--- config.mk ---
export PLATFORM = sky130hd
export DESIGN_NAME = sett_ram
export DESIGN_NICKNAME = d
export VERILOG_FILES = /design/src/sett_ram.sv
export SDC_FILE = /design/constraint.sdc
export NUM_CORES = 1
export LEC_CHECK = 0
export ABC_AREA = 1
export ABC_CLOCK_PERIOD_IN_PS = 1490
export BUFFER_PORTS_ARGS = -buffer_cell sky130_fd_sc_hd__buf_4
export CAP_MARGIN = 5
export CORE_AREA = 10 10 192 212
export CTS_CLUSTER_DIAMETER = 120
export CTS_CLUSTER_SIZE = 16
export DETAILED_ROUTE_END_ITERATION = 8
export DIE_AREA = 0 0 202 222
export PLACE_DENSITY_LB_ADDON = 0.2
export REMOVE_ABC_BUFFERS = 1
export SLEW_MARGIN = 0
export SYNTH_ARGS = -nofsm -noshare
export SYNTH_HDL_FRONTEND = slang
export SYNTH_SLANG_ARGS = --single-unit
--- constraint.sdc ---
create_clock -name clk -period 1.49 [get_ports clk]
set_input_delay 0.149 -clock clk [delete_from_list [all_inputs] [get_ports clk]]
set_output_delay 0.149 -clock clk [all_outputs]
set_load 0.01 [all_outputs]
--- src/sett_ram.sv ---
module sett_ram #(
    parameter int WIDTH = 8,
    parameter int DEPTH = 32,
    localparam int AW = (DEPTH > 1) ? $clog2(DEPTH) : 1
) (
    input  logic             clk,
    input  logic             we,
    input  logic [AW-1:0]    waddr,
    input  logic [WIDTH-1:0] wdata,
    input  logic [AW-1:0]    raddr,
    output logic [WIDTH-1:0] rdata
);

    logic [WIDTH-1:0] mem [DEPTH];
    logic [WIDTH-1:0] rdata_reg;

    always_ff @(posedge clk)
    begin
        if (we)
        begin
            mem[waddr] <= wdata;
        end
        rdata_reg <= mem[raddr];
    end

    assign rdata = rdata_reg;

endmodule

==> run metrics, run 1 <==
Synth Warn #=0; hold depth=1; cell breakdown of the critical path=buf_4; first-pass GRT wire length=43.1 mm; fin crit period=1.24 ns; clock buffer depth=3; CTS tree=yes; layout cell share with drive strength beyond 1=0.114; GRT overflow=0; Final Setup Violations=0; Register-to-Register Path Depth=8; non-filler cells, final=1484; most frequent cells in the layout=nand2_1, edfxtp_1, nand3_1; Vias per Instance=4.60; Fin Clk Skew=0.0151 ns; Ports=28; n_diodes=0; Slew Viols, Final=0; Worst-path clk slew=0.07 ns; Final Cell Area=12400 um^2; Critical-path top delay cell=dfxtp_1; Hold Path End=mem[29][7]$_DFFE_PP_; fin crit share=0.834; root buffer cell=clkbuf_16; RD Place Congestion=0.818; Die H=222 um; max-cap viol count=0; Resized cells post-CTS=0; DRC Markers=0; DR iter-0 viols=410; Worst setup EP type=output pin; CTS sink cnt=264; core area=36100 um^2; H-tree depth=1; met3 WL=1.09 mm; setup TNS=0 ns; IO buf count=27; Worst-Margin Slew=0.542 ns; sequential-to-total area share from yosys stat=0.728; Buffers & Inverters on Critical Path=1; RR Endpoint=rdata[2]$_DFF_P_; Synth top area share=0.713; area grow syn2layout=15.2%; largest net degree at the start of global routing=49; crit path max fanout=1; final WL=28.8 mm; commonest non-fill, non-tap cell in the layout=nand2_1; WL met1=13.3 mm; total CTS buffers=20; mean post-synth cell area=11.7 um^2; wire per inst=19.4 um; max reg flops=256; CP max stage delay=0.42 ns; starting density of the core=0.299; clk_lat worst skew=0.51 ns; DR top layer=met4; outcome=completed; Final ANT Viol Nets=0; final hold viol count=0; crit-path leading delay family=flip-flops; Reg2Reg Setup Slack=0.34 ns; first drt pass iteration count=4; fillers=3579; Slew headroom=0.638; die area=44800 um^2; Post-DP Area=11800 um^2; Synth Register Bits=264; dpl hpwl=17.7 mm; post-CTS setup repair buffer count=0; vias in the first global route=6586; Core Rows=73; die width=202 um; WS Path Type=register to output pin; Nets=1003; Vias=6823; Post-Syn Instances=922; Lkg Pwr=4.57 nW; Pwr Density=1170 nW/um^2; met2 wire len=13.9 mm; Max Freq=805 MHz; RSZ-0062 raised after global routing=false; Tot GR Track Use=0.125; CP Data Arrival Time=1.09 ns; initial antenna violation count=0; hold crit path type=input port to register; Area contributors post-synth=edfxtp_1, nand2_1, nand3_1; VDD IR max=0.763 mV; post-synth top area cell=edfxtp_1; sequential cell area=7850 um^2; synth unique cells=12; worst r2r src=mem[3][2]$_DFFE_PP_; critical path launch point type=register; worst endpoint required time=1.34 ns; hold wc startpoint=wdata[7]; placed cells=1447; cell area after synthesis=10800 um^2; Multi-input gate area=2490 um^2
synth_stat cells:
library cell and count:
dfxtp_1 8, buf_2 15, buf_1 2, edfxtp_1 256, nand2_1 360, inv_1 8, buf_6 24, nand3_1 204
clkbuf_1 7, buf_4 4, nor2_1 32, inv_2 2
how the worst max path moves through the flow:
stage	start	endpoint	depth (start not counted)
3_5_place_dp	raddr[0]	rdata[2]$_DFF_P_	10
3_3_place_gp	raddr[0]	rdata[5]$_DFF_P_	10
4_1_cts	rdata[2]$_DFF_P_	rdata[2]	1
6_report	rdata[4]$_DFF_P_	rdata[4]	1
2_1_floorplan	raddr[0]	rdata[0]$_DFF_P_	9
5_1_grt	mem[5][6]$_DFFE_PP_	rdata[6]$_DFF_P_	8
kinds of logic (layout without fill, tap and decap cells):
family,count (synthesis),count (layout),share of synthesized area
DFF,264,264,0.728
and+or+nand+nor,596,596,0.231
buffers and inverters,62,137,0.0414
metal layers:
metal	GRT usage	up-vias
met3	0.0134	31
met1	0.172	3341
met2	0.208	138
met5	0	-
li1	-	3313
met4	0.0268	0
per-stage QoR:
stage / worst slack (ns) / util / total power, W / hold slack (ns)
after floorplan: -0.212 / - / 0.00888 / 0.248
final: 0.248 / 0.344 / 0.0145 / 0.0906
after global routing: 0.173 / 0.344 / 0.0151 / 0.0851
after global placement: -0.0373 / 0.328 / 0.00959 / 0.482
after detailed placement: -0.0646 / 0.328 / 0.00960 / 0.484
after CTS: 0.211 / 0.344 / 0.0147 / 0.0807
layout make-up:
type	count	area share
Sequential cell	264	0.632
Multi-Input combinational cell	596	0.201
Timing Repair Buffer	91	0.0683
Tap cell	487	0.0490
Clock buffer	35	0.0465
Inverter	10	0.00322
Clock inverter	1	0.000705
where the power goes:
group	switching, W	leakage (nW)	internal [W]	total [W]
logic	0.000757	1.91	0.000357	0.00111
clock network	0.00250	0.280	0.00265	0.00515
registers	0.0000476	2.37	0.00824	0.00829
repair_timing:
| item | 4_1_cts | 5_1_grt |
|---|---|---|
| setup endpoints to repair | 0 | 0 |
| hold endpoints to repair | 8 | 0 |
| hold buffers | 1 | 0 |
Note: power is estimated with default switching activity, not from simulation.
==> run 2: changes to the inputs <==
--- a/config.mk
+++ b/config.mk
@@ -5,15 +5,15 @@
 export SDC_FILE = /design/constraint.sdc
 export NUM_CORES = 1
 export LEC_CHECK = 0
-export ABC_AREA = 1
-export ABC_CLOCK_PERIOD_IN_PS = 1490
+export ABC_AREA = 0
+export ABC_CLOCK_PERIOD_IN_PS = 1060
 export BUFFER_PORTS_ARGS = -buffer_cell sky130_fd_sc_hd__buf_4
 export CAP_MARGIN = 5
-export CORE_AREA = 10 10 192 212
+export CORE_AREA = 10 10 186 205
 export CTS_CLUSTER_DIAMETER = 120
 export CTS_CLUSTER_SIZE = 16
 export DETAILED_ROUTE_END_ITERATION = 8
-export DIE_AREA = 0 0 202 222
+export DIE_AREA = 0 0 196 215
 export PLACE_DENSITY_LB_ADDON = 0.2
 export REMOVE_ABC_BUFFERS = 1
 export SLEW_MARGIN = 0
==> constraint.sdc (replaced) <==
create_clock -name clk -period 1.06 [get_ports clk]
set_input_delay 0.106 -clock clk [delete_from_list [all_inputs] [get_ports clk]]
set_output_delay 0.106 -clock clk [all_outputs]
set_load 0.01 [all_outputs]
==> run metrics, run 2 <==
worst endpoint required time=1.44 ns (+0.10 ns); Final ANT Viol Nets=0 (unchanged); outcome=finished, violations left; Ports=28 (unchanged); Fin Clk Skew=0.0164 ns (+0.00126 ns); Core Rows=71 (-2.7%); Vias=4435 (-35%); initial antenna violation count=0 (unchanged); Synth Warn #=0 (unchanged); EDFF count, synth=256 (unchanged); fin crit period=1.82 ns; CTS tree=yes; Synth Register Bits=264 (unchanged); dpl hpwl=14.9 mm (-16%); cell breakdown of the critical path=mux4_2 -> mux4_2 -> mux2_2; most common cell in the netlist=edfxtp_1; Slew headroom=0.750 (+0.112); synth unique cells=15 (+3); Multi-input gate area=2130 um^2 (-15%); CP max stage delay=0.53 ns (+0.11 ns); die width=196 um (-3.0%); crit-path leading delay family=multiplexers; RSZ-0062 raised after global routing=true; VDD IR max=1.02 mV (+33%); WS Path Type=register to register; Synth top cells by count=edfxtp_1, mux4_2, nor2_1; Area contributors post-synth=edfxtp_1, mux4_2, dfxtp_1; WHS=0.0357 ns (-0.0549 ns); Switch Pwr=0.00413 W (+25%); Sw Ratio=0.206 (-0.0213); RD Place Congestion=0.725 (-11%); commonest non-fill, non-tap cell in the layout=edfxtp_1; Tot GR Track Use=0.105 (-0.0205); total CTS buffers=20 (unchanged); final WL=22.1 mm (-23%); wire per inst=23.1 um (+19%); failing checks=negative setup slack; Seq pwr share=0.580 (+0.010); most frequent cells in the layout=edfxtp_1, mux4_2, buf_4; Internal=0.0160 W (+42%); clk_lat worst skew=0.50 ns (about the same); root buffer cell=clkbuf_16; max reg flops=256 (unchanged); critical path launch point type=register; Synth top area share=0.765 (+0.0520); Gate power share=0.065 (-0.012); DRC Markers=0 (unchanged); die area=42100 um^2 (-6.0%); first-pass GRT wire length=33.4 mm (-23%); Final Util=0.350 (+0.00582); placed cells=919 (-36%); hold crit path type=input port to register; first drt pass iteration count=4 (unchanged); cell area after synthesis=10100 um^2 (-6.8%); core area=33900 um^2 (-5.9%); Post-synth ARST share=0 (unchanged); IO buf count=27 (unchanged); Worst setup EP type=register; Vias per Instance=4.64 (+0.90%); post-synth top area cell=edfxtp_1; fillers=3145 (-12%); CTS sink cnt=264 (unchanged); clock buffer depth=3 (unchanged); slack of the critical path=-0.756 ns (-1.00 ns); sequential cell area=7860 um^2 (+0.11%); Worst-path clk slew=0.07 ns (about the same); mean post-synth cell area=24.1 um^2 (+110%); CP Data Arrival Time=2.20 ns (+1.11 ns); non-filler cells, final=956 (-36%); vias in the first global route=4767 (-28%); starting density of the core=0.296 (-0.00272); Buffers & Inverters on Critical Path=0 (-1); Final Setup Violations=11 (+11); Most common cell on crit path=mux4_2; Max Freq=551 MHz; Post-DP Area=11200 um^2 (-5.1%); Top FF cell, synth=edfxtp_1; Pwr Density=1690 nW/um^2 (+44%); Final Cell Area=11900 um^2 (-4.4%); Critical-path top delay cell=mux4_2; Die H=215 um (-3.2%); DR iter-0 viols=414 (+0.98%); Nets=524 (-48%); GRT overflow=0 (unchanged); final hold viol count=0 (unchanged); Slew Viols, Final=0 (unchanged); Worst-Margin Slew=0.375 ns (-0.167 ns); max-cap viol count=0 (unchanged); setup TNS=-5.88 ns (-5.88 ns); Post-Syn Instances=417 (-55%); largest net degree at the start of global routing=33 (-33%); crit path max fanout=1 (unchanged); Lkg Pwr=3.75 nW (-18%); n_diodes=0 (unchanged); area grow syn2layout=18.2%; layout cell share with drive strength beyond 1=0.394 (+0.279); sequential-to-total area share from yosys stat=0.781 (+0.0531); H-tree depth=1 (unchanged); fin crit share=1.71; clock share of power=0.355 (about the same)
-- run 2: timing repair --
| item | in CTS | in global routing |
|---|---|---|
| setup endpoints to repair | 16 | 16 |
| pin swaps | 0 | 0 |
| endpoints found under the hold margin | 6 | 0 |
| hold buffers | 1 | 0 |
| gates resized for setup | 21 | 0 |
| buffers inserted | 0 | 0 |
-- run 2: cell type report --
class / count / area share
clock buffer: 35 / 0.0486
clock inverter: 1 / 0.000737
multi-input combinational: 133 / 0.179
sequential: 264 / 0.661
tap: 438 / 0.0461
timing repair buffer: 85 / 0.0645
-- run 2: power by group through the flow --
stage	clock network (W)	registers (W)	logic [W]
finish	0.00714	0.0117	0.00130
global route	0.00782	0.0117	0.00141
CTS	0.00742	0.0117	0.00135
detailed placement	0	0.0119	0.00130
global placement	0	0.0119	0.00128
floorplan	0	0.0119	0.000482
-- run 2: kinds of logic (layout without fill, tap and decap cells) --
| logic type | after synthesis | count (layout) | synth area share |
|---|---|---|---|
| simple gates | 45 | 45 | 0.0207 |
| flops | 264 | 264 | 0.781 |
| mux | 88 | 88 | 0.188 |
| buf+inv | 20 | 121 | 0.0106 |
-- run 2: worst register-to-register path, cell delays in order (launching register included) --
cell and delay, ns:
edfxtp_1 0.36, mux4_2 0.53, mux4_2 0.53, mux2_2 0.28
-- run 2: path summary, 6_finish.rpt --
kind | cells past startpoint | slack, ns | from | end
worst max-delay path | 3 | -0.76 | mem[21][6]$_DFFE_PP_ | rdata[6]$_DFF_P_
worst min-delay path | 1 | 0.04 | wdata[1] | mem[20][1]$_DFFE_PP_
worst max register to register | 3 | -0.76 | mem[21][6]$_DFFE_PP_ | rdata[6]$_DFF_P_
worst min register to register | 3 | 0.91 | mem[8][4]$_DFFE_PP_ | rdata[4]$_DFF_P_
-- run 2: routing by layer --
layer  up-vias  wire length, um  track usage
met1      2402            10500        0.153
met5         -                0            0
li1       1944                -            -
met3        18              941       0.0139
met4         0              286       0.0252
met2        71            10400        0.161
-- run 2: metrics by stage --
stage	setup slack, ns	power, W
after floorplan	-0.553	0.0124
after global routing	-0.788	0.0209
after global placement	-1.07	0.0132
after detailed placement	-1.04	0.0132
after CTS	-0.783	0.0204
final	-0.756	0.0201
==> run 3: changes to the inputs <==
--- a/config.mk
+++ b/config.mk
@@ -14,7 +14,7 @@
 export CTS_CLUSTER_SIZE = 16
 export DETAILED_ROUTE_END_ITERATION = 8
 export DIE_AREA = 0 0 196 215
-export PLACE_DENSITY_LB_ADDON = 0.2
+export PLACE_DENSITY = 0.5
 export REMOVE_ABC_BUFFERS = 1
 export SLEW_MARGIN = 0
 export SYNTH_ARGS = -nofsm -noshare
==> run metrics, run 3 (synthesis results as in run 2) <==
outcome=finished, violations left; failing checks=negative setup slack; WS Path Type=register to register; Vias per Instance=4.68 (+0.89%); crit path max fanout=1 (unchanged); vias in the first global route=4702 (-1.4%); CTS tree=yes; DRC Markers=0 (unchanged); dpl hpwl=14.4 mm (-3.1%); total CTS buffers=20 (unchanged); RR Endpoint=rdata[2]$_DFF_P_; WHS=0.0228 ns (-0.0128 ns); grt peak-use layer=met2; Slew Viols, Final=0 (unchanged); total power=0.0201 W (-0.11%); Register-to-Register Path Depth=3 (unchanged); Final Cell Area=11900 um^2 (+0.31%); max reg flops=256 (unchanged); GR Layer Usage met2=0.162 (+0.00125); area grow syn2layout=18.6%; slack of the critical path=-0.773 ns (-0.0174 ns); hold crit path type=input port to register; Final Util=0.351 (+0.00107); Slew headroom=0.748 (-0.00260); Vias=4493 (+1.3%); Core Rows=71 (unchanged); die area=42100 um^2 (unchanged); clock buffer depth=3 (unchanged); Hold Path End=rdata[2]$_DFF_P_; Lkg Pwr=3.77 nW (+0.66%); Worst-Margin Slew=0.379 ns (+0.00389 ns); Nets=528 (+0.76%); CTS sink cnt=264 (unchanged); Post-DP Area=11300 um^2 (+0.33%); max-cap viol count=0 (unchanged); Max Freq=545 MHz (-0.95%); GRT overflow=0 (unchanged); first-pass GRT wire length=32.7 mm (-2.0%); most frequent cells in the layout=edfxtp_1, mux4_2, buf_4; hold wc startpoint=raddr[3]; met1 Usage GRT=0.143 (-0.00984); VDD IR max=0.931 mV (-8.6%); DR iter-0 viols=398 (-3.9%); Worst-path clk slew=0.07 ns (about the same); n_diodes=0 (unchanged); die width=196 um (unchanged); final hold viol count=0 (unchanged); Die H=215 um (unchanged); critical path launch point type=register; first drt pass iteration count=4 (unchanged); worst r2r src=mem[29][2]$_DFFE_PP_; root buffer cell=clkbuf_16; Worst setup EP type=register; H-tree depth=1 (unchanged); worst endpoint required time=1.45 ns (about the same); final WL=21.7 mm (-1.9%); hold depth=2 (+1); Final ANT Viol Nets=0 (unchanged); Reg2Reg Setup Slack=-0.77 ns (-0.02 ns); hold_buf cts=0 (-1); Tot GR Track Use=0.102 (-0.00234); fin crit period=1.83 ns (+0.0174 ns); wire per inst=22.6 um (-2.3%); starting density of the core=0.296 (unchanged); RSZ-0062 raised after global routing=true; fin crit share=1.73 (+0.0164); Ports=28 (unchanged); IO buf count=27 (unchanged); initial antenna violation count=0 (unchanged); CP Data Arrival Time=2.22 ns (+0.02 ns); largest net degree at the start of global routing=33 (unchanged); core area=33900 um^2 (unchanged); Pwr Density=1680 nW/um^2 (-0.41%); Final Setup Violations=13 (+2); commonest non-fill, non-tap cell in the layout=edfxtp_1; setup TNS=-6.01 ns (-0.122 ns); met3 Use GR=0.0191 (+0.00529); layout cell share with drive strength beyond 1=0.400 (+0.00656); Fin Clk Skew=0.0144 ns (-0.00196 ns); clk_lat worst skew=0.50 ns (about the same); RD Place Congestion=0.733 (+1.2%)
==> run 3: cell types whose count changed in the layout (fill, tap and decap cells not counted), sizes merged <==
cell	delta
buf	+5
dlygate4sd3	-1
==> run 3: per-layer routing <==
layer,part of all wire,vias to the layer above
met2,0.48,94
met5,0,-
li1,-,1951
met1,0.45,2429
met3,0.056,19
met4,0.011,0
==> run 3: layout make-up <==
cell class	instances	area (um^2)
fillers	3142	22000
flip-flops and latches	264	7860
multi-input cells	133	2130
repair buffers	89	795
clock buffers	35	578
well taps	438	548
clock inverters	1	8.76
==> run 3: metrics by stage <==
stage	setup WS, ns	cells
2_1_floorplan	-0.553	397
3_3_place_gp	-1.01	924
3_5_place_dp	-1.04	924
4_1_cts	-0.803	960
5_1_grt	-0.819	960
6_report	-0.773	960
==> run 3: worst max-delay path: stages (launching register included) <==
cell	delay, ns
edfxtp_1	0.37
mux4_2	0.53
mux4_2	0.55
mux2_4	0.28
==> run 3: power breakdown <==
group | internal [W] | switching [W]
clock | 0.00372 | 0.00338
combinational | 0.000663 | 0.000648
sequential | 0.0116 | 0.0000692
==> run 3: timing repair <==
action / CTS / global route
setup buffers: 0 / 0
gates resized for setup: 21 / 3
setup endpoints to repair: 15 / 16
pin swaps: 0 / 0
==> run 3: how the worst max path moves through the flow <==
stage,from,endpoint,slack (ns),cells past startpoint
2_1_floorplan,mem[31][0]$_DFFE_PP_,rdata[0]$_DFF_P_,-0.55,3
3_3_place_gp,raddr[0],rdata[0]$_DFF_P_,-1.01,6
3_5_place_dp,raddr[0],rdata[0]$_DFF_P_,-1.04,6
4_1_cts,mem[29][2]$_DFFE_PP_,rdata[2]$_DFF_P_,-0.80,3
5_1_grt,mem[29][2]$_DFFE_PP_,rdata[2]$_DFF_P_,-0.82,3
6_report,mem[29][2]$_DFFE_PP_,rdata[2]$_DFF_P_,-0.77,3
